### config.mk
export PLATFORM = sky130hd
export DESIGN_NAME = url_percent_decoder
export DESIGN_NICKNAME = d
export VERILOG_FILES = /design/src/hw/rtl/upd_pkg.sv /design/src/hw/rtl/url_percent_decoder.sv /design/src/hw/rtl/upd_in_reg.sv /design/src/hw/rtl/upd_decode.sv
export SDC_FILE = /design/constraint.sdc
export NUM_CORES = 1
export LEC_CHECK = 0
export BUFFER_PORTS_ARGS = -buffer_cell sky130_fd_sc_hd__buf_2
export CORE_MARGIN = 2
export CORE_UTILIZATION = 54
export CTS_BUF_LIST = sky130_fd_sc_hd__clkbuf_4 sky130_fd_sc_hd__clkbuf_8 sky130_fd_sc_hd__clkbuf_16
export DETAILED_ROUTE_END_ITERATION = 8
export PLACE_DENSITY_LB_ADDON = 0.25
export RECOVER_POWER = 25
export SLEW_MARGIN = 20
export SYNTH_ARGS = -nofsm -noshare
export SYNTH_HDL_FRONTEND = slang
export SYNTH_SLANG_ARGS = --single-unit
### constraint.sdc
create_clock -name clk -period 3.3 [get_ports clk]
set_input_delay 0.495 -clock clk [delete_from_list [all_inputs] [get_ports clk]]
set_output_delay 0.495 -clock clk [all_outputs]
set_load 0.05 [all_outputs]
### src/hw/rtl/upd_pkg.sv
package upd_pkg;

	// Escape-sequence position within the string.
	typedef enum logic [1:0] {
		PH_IDLE = 2'd0,
		PH_HIGH = 2'd1,
		PH_LOW  = 2'd2
	} phase_t;

	// Status codes reported on the end-of-string result.
	localparam logic [1:0] ST_OK   = 2'd0;
	localparam logic [1:0] ST_CUT  = 2'd1;
	localparam logic [1:0] ST_CTRL = 2'd2;

	// Character constants.
	localparam logic [7:0] PCT_CHAR   = 8'h25;
	localparam logic [7:0] DIGIT_BASE = 8'h30;
	localparam logic [7:0] UPPER_BASE = 8'h41;
	localparam logic [7:0] LOWER_BASE = 8'h61;
	localparam logic [7:0] CTRL_MAX   = 8'h1F;

	// One raw input character with its end-of-string mark.
	typedef struct packed {
		logic [7:0] in_byte;
		logic       is_terminator;
	} upd_item_t;

	// One decoded result, with a flag saying whether the step produced it.
	typedef struct packed {
		logic       valid;
		logic [7:0] out_byte;
		logic       is_end;
		logic [1:0] status;
	} upd_result_t;

	// Hex digit value; anything that is not a hex digit counts as zero.
	function automatic logic [3:0] hex_value(input logic [7:0] c);
		logic [7:0] d;
		begin
			d = 8'd0;
			if (c >= DIGIT_BASE && c <= DIGIT_BASE + 8'd9) begin
				d = c - DIGIT_BASE;
			end else if (c >= UPPER_BASE && c <= UPPER_BASE + 8'd5) begin
				d = c - UPPER_BASE + 8'd10;
			end else if (c >= LOWER_BASE && c <= LOWER_BASE + 8'd5) begin
				d = c - LOWER_BASE + 8'd10;
			end
			return d[3:0];
		end
	endfunction

endpackage

### src/hw/rtl/url_percent_decoder.sv
// Percent-decoder for a byte stream.
// Slave channel: one raw character per transfer in s_axis_tdata; s_axis_tlast
// marks the terminator transfer, whose data byte is ignored.
// Master channel: one decoded byte per transfer in m_axis_tdata. The result
// answering the terminator has m_axis_tlast high, data zero and the string
// status in m_axis_tuser (0 ok, 1 escape cut short, 2 control byte decoded).
// A '%', a first hex digit and a control-byte escape give no output transfer,
// nor does any byte after an error; the terminator always gives one.
// A result passes from the input register through the combinational decode
// into the output register; the input register loads at the edge that
// accepts its input transfer.
// Throughput: one input transfer per cycle while the receiver does not stall,
// set by the single decode stage that updates the escape state once per item.
// Reset clears both stage valid flags and returns the decoder outside an
// escape with no error recorded. When the receiver stalls, the output
// register holds its result, the input register fills behind it, and
// s_axis_tready then drops until m_axis_tready is seen high.
module url_percent_decoder
	import upd_pkg::*;
(
	input  logic       clk,
	input  logic       arst_n,
	input  logic       s_axis_tvalid,
	output logic       s_axis_tready,
	input  logic [7:0] s_axis_tdata,  // [7:0] in_byte
	input  logic       s_axis_tlast,
	output logic       m_axis_tvalid,
	input  logic       m_axis_tready,
	output logic [7:0] m_axis_tdata,  // [7:0] out_byte
	output logic       m_axis_tlast,
	output logic [1:0] m_axis_tuser   // [1:0] status
);

	upd_item_t   in_item;
	upd_item_t   item_s1;
	logic        valid_s1;
	logic        advance;
	logic        fire;
	upd_result_t result;
	logic        out_valid_q;
	upd_result_t out_res_q;

	assign in_item.in_byte       = s_axis_tdata;
	assign in_item.is_terminator = s_axis_tlast;

	// The output register can load when empty or when its result is taken.
	assign advance = !out_valid_q || m_axis_tready;
	assign fire    = valid_s1 && advance;

	upd_in_reg u_in_reg (
		.clk      (clk),
		.arst_n   (arst_n),
		.in_valid (s_axis_tvalid),
		.in_ready (s_axis_tready),
		.in_item  (in_item),
		.advance  (advance),
		.valid_s1 (valid_s1),
		.item_s1  (item_s1)
	);

	upd_decode u_decode (
		.clk    (clk),
		.arst_n (arst_n),
		.fire   (fire),
		.item   (item_s1),
		.result (result)
	);

	// Output register valid flag.
	always_ff @(posedge clk or negedge arst_n) begin
		if (!arst_n) begin
			out_valid_q <= 1'b0;
		end else if (advance) begin
			out_valid_q <= fire && result.valid;
		end
	end

	// Output register payload.
	always_ff @(posedge clk) begin
		if (fire && result.valid) begin
			out_res_q <= result;
		end
	end

	assign m_axis_tvalid = out_valid_q;
	assign m_axis_tdata  = out_res_q.out_byte;
	assign m_axis_tlast  = out_res_q.is_end;
	assign m_axis_tuser  = out_res_q.status;

	// Only the end-of-string result carries a status other than ok.
	a_status_only_at_end: assert property (@(posedge clk) disable iff (!arst_n)
		m_axis_tvalid && !m_axis_tlast |-> m_axis_tuser == ST_OK)
		else $error("status set on a data result");

	// The end-of-string result always carries a zero data byte.
	a_end_zero_data: assert property (@(posedge clk) disable iff (!arst_n)
		m_axis_tvalid && m_axis_tlast |-> m_axis_tdata == 8'd0)
		else $error("data byte set on the end result");

	// A terminator in the input stage that moves on always yields a result.
	a_term_gives_result: assert property (@(posedge clk) disable iff (!arst_n)
		fire && item_s1.is_terminator |=> m_axis_tvalid && m_axis_tlast)
		else $error("terminator gave no end result");

endmodule

### src/hw/rtl/upd_in_reg.sv
module upd_in_reg
	import upd_pkg::*;
(
	input  logic      clk,
	input  logic      arst_n,
	input  logic      in_valid,
	output logic      in_ready,
	input  upd_item_t in_item,
	input  logic      advance,
	output logic      valid_s1,
	output upd_item_t item_s1
);

	// The stage takes a new transfer when empty or when its item moves on.
	assign in_ready = !valid_s1 || advance;

	// Valid flag of the input stage.
	always_ff @(posedge clk or negedge arst_n) begin
		if (!arst_n) begin
			valid_s1 <= 1'b0;
		end else if (in_ready) begin
			valid_s1 <= in_valid;
		end
	end

	// Payload of the input stage.
	always_ff @(posedge clk) begin
		if (in_valid && in_ready) begin
			item_s1 <= in_item;
		end
	end

	// A held item that cannot move on must still be there next cycle.
	a_hold_when_stalled: assert property (@(posedge clk) disable iff (!arst_n)
		valid_s1 && !advance |=> valid_s1 && $stable(item_s1))
		else $error("input stage lost a stalled item");

endmodule

### src/hw/rtl/upd_decode.sv
module upd_decode
	import upd_pkg::*;
(
	input  logic        clk,
	input  logic        arst_n,
	input  logic        fire,
	input  upd_item_t   item,
	output upd_result_t result
);

	phase_t     phase_q, phase_d;
	logic [3:0] high_nibble_q, high_nibble_d;
	logic [1:0] error_q, error_d;
	logic [3:0] digit;
	logic [7:0] decoded;

	assign digit   = hex_value(item.in_byte);
	assign decoded = {high_nibble_q, digit};

	// Next state of the decoder for the item in the input stage.
	always_comb begin
		phase_d       = phase_q;
		high_nibble_d = high_nibble_q;
		error_d       = error_q;
		if (item.is_terminator) begin
			phase_d       = PH_IDLE;
			high_nibble_d = 4'd0;
			error_d       = ST_OK;
		end else if (error_q == ST_OK) begin
			unique case (phase_q)
				PH_HIGH: begin
					high_nibble_d = digit;
					phase_d       = PH_LOW;
				end
				PH_LOW: begin
					phase_d       = PH_IDLE;
					high_nibble_d = 4'd0;
					if (decoded <= CTRL_MAX) begin
						error_d = ST_CTRL;
					end
				end
				default: begin
					phase_d = (item.in_byte == PCT_CHAR) ? PH_HIGH : PH_IDLE;
				end
			endcase
		end
	end

	// Result produced by the item in the input stage.
	always_comb begin
		result = '0;
		if (item.is_terminator) begin
			result.valid  = 1'b1;
			result.is_end = 1'b1;
			if (error_q != ST_OK) begin
				result.status = error_q;
			end else if (phase_q == PH_HIGH || phase_q == PH_LOW) begin
				result.status = ST_CUT;
			end else begin
				result.status = ST_OK;
			end
		end else if (error_q == ST_OK) begin
			unique case (phase_q)
				PH_HIGH: begin
					result.valid = 1'b0;
				end
				PH_LOW: begin
					result.valid    = (decoded > CTRL_MAX);
					result.out_byte = decoded;
				end
				default: begin
					result.valid    = (item.in_byte != PCT_CHAR);
					result.out_byte = item.in_byte;
				end
			endcase
		end
	end

	// Decoder state advances once for each item that is passed on.
	always_ff @(posedge clk or negedge arst_n) begin
		if (!arst_n) begin
			phase_q       <= PH_IDLE;
			high_nibble_q <= 4'd0;
			error_q       <= ST_OK;
		end else if (fire) begin
			phase_q       <= phase_d;
			high_nibble_q <= high_nibble_d;
			error_q       <= error_d;
		end
	end

	// A recorded error always leaves the decoder outside an escape.
	a_error_idle: assert property (@(posedge clk) disable iff (!arst_n)
		error_q != ST_OK |-> phase_q == PH_IDLE)
		else $error("error recorded inside an escape");

	// The high digit is held only while the low digit is awaited.
	a_nibble_phase: assert property (@(posedge clk) disable iff (!arst_n)
		high_nibble_q != 4'd0 |-> phase_q == PH_LOW)
		else $error("stale high digit outside an escape");

endmodule

==> flow_metrics.py <==
metrics = {
    "final_layout": {
        "nNetsFinal": 164,
        "diodes": 0,
        "drive_gt1_frac": 0.265,
        "layout_commonest_cell": "buf_2",
        "synthToLayoutAreaGrowth_pct": 15.3,
        "layout_common_cells": "buf_2 (24), edfxtp_1 (20), nor2_1 (9), dfrtp_1 (9)",
    },
    "global_route": {
        "grt_pass1_wl_mm": 4.59,
        "grt_pass1_vias": 1013,
        "grt_max_degree": 13,
        "grt_use_total": 0.224,
        "grt.overflow.total": 0,
        "antenna_found_initial": 0,
    },
    "pwr": {
        "p_leak_nw": 0.670,
        "max-vdd-ir-drop_uv": 316,
        "powerDensity_nw_per_um2": 467,
    },
    "synth": {
        "synth.top_cell.area_share": 0.424,
        "synth.distinct_cells": 39,
        "syn-cell-area_um2": 1420,
        "netlist_instances": 116,
        "yosys_warnings": 0,
        "syn-num-nets": 134,
        "yosysSeqAreaShare": 0.584,
        "synth_top_area_cell": "edfxtp_1",
        "ys_ff_latch": 29,
        "synthTopCellsByArea": "edfxtp_1 (42%), dfrtp_1 (16%), ha_1 (4.4%)",
        "syn_area_per_cell_um2": 12.2,
    },
    "clock_tree": {
        "htreeDepth": 2,
        "numClockSinks": 29,
        "cts_buffers": 5,
        "path_clk_slew_ps": 90,
        "root_buffer": "clkbuf_4",
        "cts_setup_buffers": 0,
        "cts_hold_buffers": 0,
        "cts_tree": "built",
        "worstSkewPairLatency_ps": 320,
        "clockBufferDepth": 2,
        "cts_resized": 0,
    },
    "worst_setup_path": {
        "cpPeakStageDelay_ps": 430,
        "cp_num_buf_inv": 2,
        "worstPathCellList": "inv_1 -> ha_1 -> nor2b_1 -> a221oi_1 -> nor3_1 -> buf_4",
        "required_ps": 3380,
        "cp-end-kind": "register",
        "critPathKind": "reg -> reg",
        "cp_slowest_cell": "ha_1",
        "arrival_ps": 2050,
        "crit_family": "adder cells",
        "crit_fanout": 11,
        "crit_path_start_kind": "register",
    },
    "routing": {
        "drt-wirelength-per-cell_um": 15.6,
        "drt-initial-drc-count": 36,
        "first_pass_iters": 4,
        "vias": 1045,
        "postRouteAntennaNets": 0,
        "drc": 0,
        "vias_per_cell": 5.90,
        "wirelength_mm": 2.76,
    },
    "floorplanning": {
        "fp.dieW_um": 55.2,
        "die_area_um2": 3050,
        "io_pins": 26,
        "floorplan.initialDensity": 0.571,
        "die_h_um": 55.2,
        "rows": 18,
        "coreArea_um2": 2480,
    },
    "sta": {
        "rsz0062_at_grt": "no",
        "timing_hold_violations_final": 0,
        "relSlewSlack": 0.640,
        "worst_pin_slew_ps": 539,
        "skew_ps": 8.30,
        "worst_slack_ps": 1330,
        "slew_viol_final": 0,
        "final-setup-viol-count": 0,
        "timing.setup.tns_ps": 0,
        "hold_slack_ps": 123,
        "fin_crit_sh": 0.597,
        "fin_crit_ps": 1970,
        "max_freq_mhz": 507,
    },
    "status": {
        "status": "finished clean",
    },
    "hold_path": {
        "min_path_type": "in -> async",
    },
    "placement": {
        "gp_congestion": 0.976,
        "dpl.hpwl_mm": 2.14,
        "port_buffers": 25,
        "dp_slack_ps": 1360,
    },
    "run": {
        "cap_violations": 0,
    },
}
per-layer routing:
| layer | global-route usage | vias to the layer above | share of wire |
|---|---|---|---|
| met5 | 0 | - | 0 |
| met4 | 0.130 | 0 | 0.028 |
| met3 | 0.0699 | 11 | 0.091 |
| met2 | 0.345 | 63 | 0.46 |
| met1 | 0.275 | 467 | 0.42 |
| li1 | - | 504 | - |
area by class of cell:
cell class | count | area [µm²]
multi-input combinational | 76 | 547
inverter | 8 | 30.0
clock buffer | 8 | 60.1
tap | 30 | 37.5
sequential | 29 | 826
fill | 196 | 846
timing repair buffer | 26 | 131
power breakdown:
group / total [W] / switching (W) / internal [W]
Combinational: 0.000111 / 0.0000811 / 0.0000297
Sequential: 0.000429 / 0.0000153 / 0.000414
Clock: 0.000221 / 0.000112 / 0.000109
Total: 0.000762 / 0.000208 / 0.000553
stage by stage:
step	power [W]	instance area [µm²]	cells	utilization
final	0.000762	1630	177	0.659
after global routing	0.000793	1630	177	0.659
after CTS	0.000767	1630	177	0.659
after detailed placement	0.000549	1570	169	0.635
after global placement	0.000545	1570	169	0.635
after floorplan	0.000515	1420	116	-
path summary, 6_finish.rpt:
check | to | depth (start not counted) | from | slack [ps]
max | m_axis_tdata[6]$_SDFFCE_PP0P_ | 6 | u_decode.phase_q[0]$_DFFE_PN0P_ | 1330
min | u_decode.high_nibble_q[3]$_DFFE_PN0P_ | 1 | arst_n | 120
max reg2reg | m_axis_tdata[6]$_SDFFCE_PP0P_ | 6 | u_decode.phase_q[0]$_DFFE_PN0P_ | 1330
min reg2reg | u_decode.high_nibble_q[0]$_DFFE_PN0P_ | 2 | u_decode.high_nibble_q[0]$_DFFE_PN0P_ | 530
max in group asynchronous | u_decode.high_nibble_q[0]$_DFFE_PN0P_ | 1 | arst_n | 2820
min in group clk | u_in_reg.item_s1[7]$_DFFE_PP_ | 1 | s_axis_tdata[6] | 350
cells by family (layout without fill, tap and decap cells):
family / count (synthesis) / count (layout) / synth area share
buffers and inverters: 11 / 42 / 0.0301
AOI/OAI and AO/OA: 29 / 29 / 0.162
muxes: 1 / 1 / 0.00707
adders and majority gates: 5 / 5 / 0.0442
DFF: 29 / 29 / 0.584
and+or+nand+nor: 41 / 41 / 0.173
sequential cells by signal, indices dropped and copies added, names as in the netlist:
signal	count
u_in_reg.valid_s1	1
u_decode.high_nibble_q	4
u_decode.phase_q	2
m_axis_tlast	1
m_axis_tuser	2
u_decode.error_q	1
u_in_reg.item_s1	9
m_axis_tdata	8
m_axis_tvalid	1
cells in the mapped netlist (all sizes together):
| cell type | instances |
|---|---|
| a211oi | 1 |
| a21oi | 4 |
| a221o | 2 |
| a221oi | 1 |
| a22oi | 5 |
| a311oi | 1 |
| a32oi | 3 |
| and2 | 5 |
| buf | 1 |
| clkbuf | 2 |
| dfrtp | 9 |
| edfxtp | 20 |
| ha | 5 |
| inv | 8 |
| mux2i | 1 |
| nand2 | 4 |
| nand2b | 2 |
| nand3 | 3 |
| nand4 | 1 |
| nand4bb | 1 |
| nor2 | 9 |
| nor2b | 4 |
| nor3 | 4 |
| nor3b | 3 |
| nor4 | 1 |
| o2111ai | 1 |
| o211ai | 1 |
| o21ai | 4 |
| o21ba | 1 |
| o21bai | 1 |
| o22ai | 3 |
| o2bb2a | 1 |
| or2 | 1 |
| or3 | 1 |
| or4b | 2 |
No activity file was read; power rests on OpenSTA's default activity.
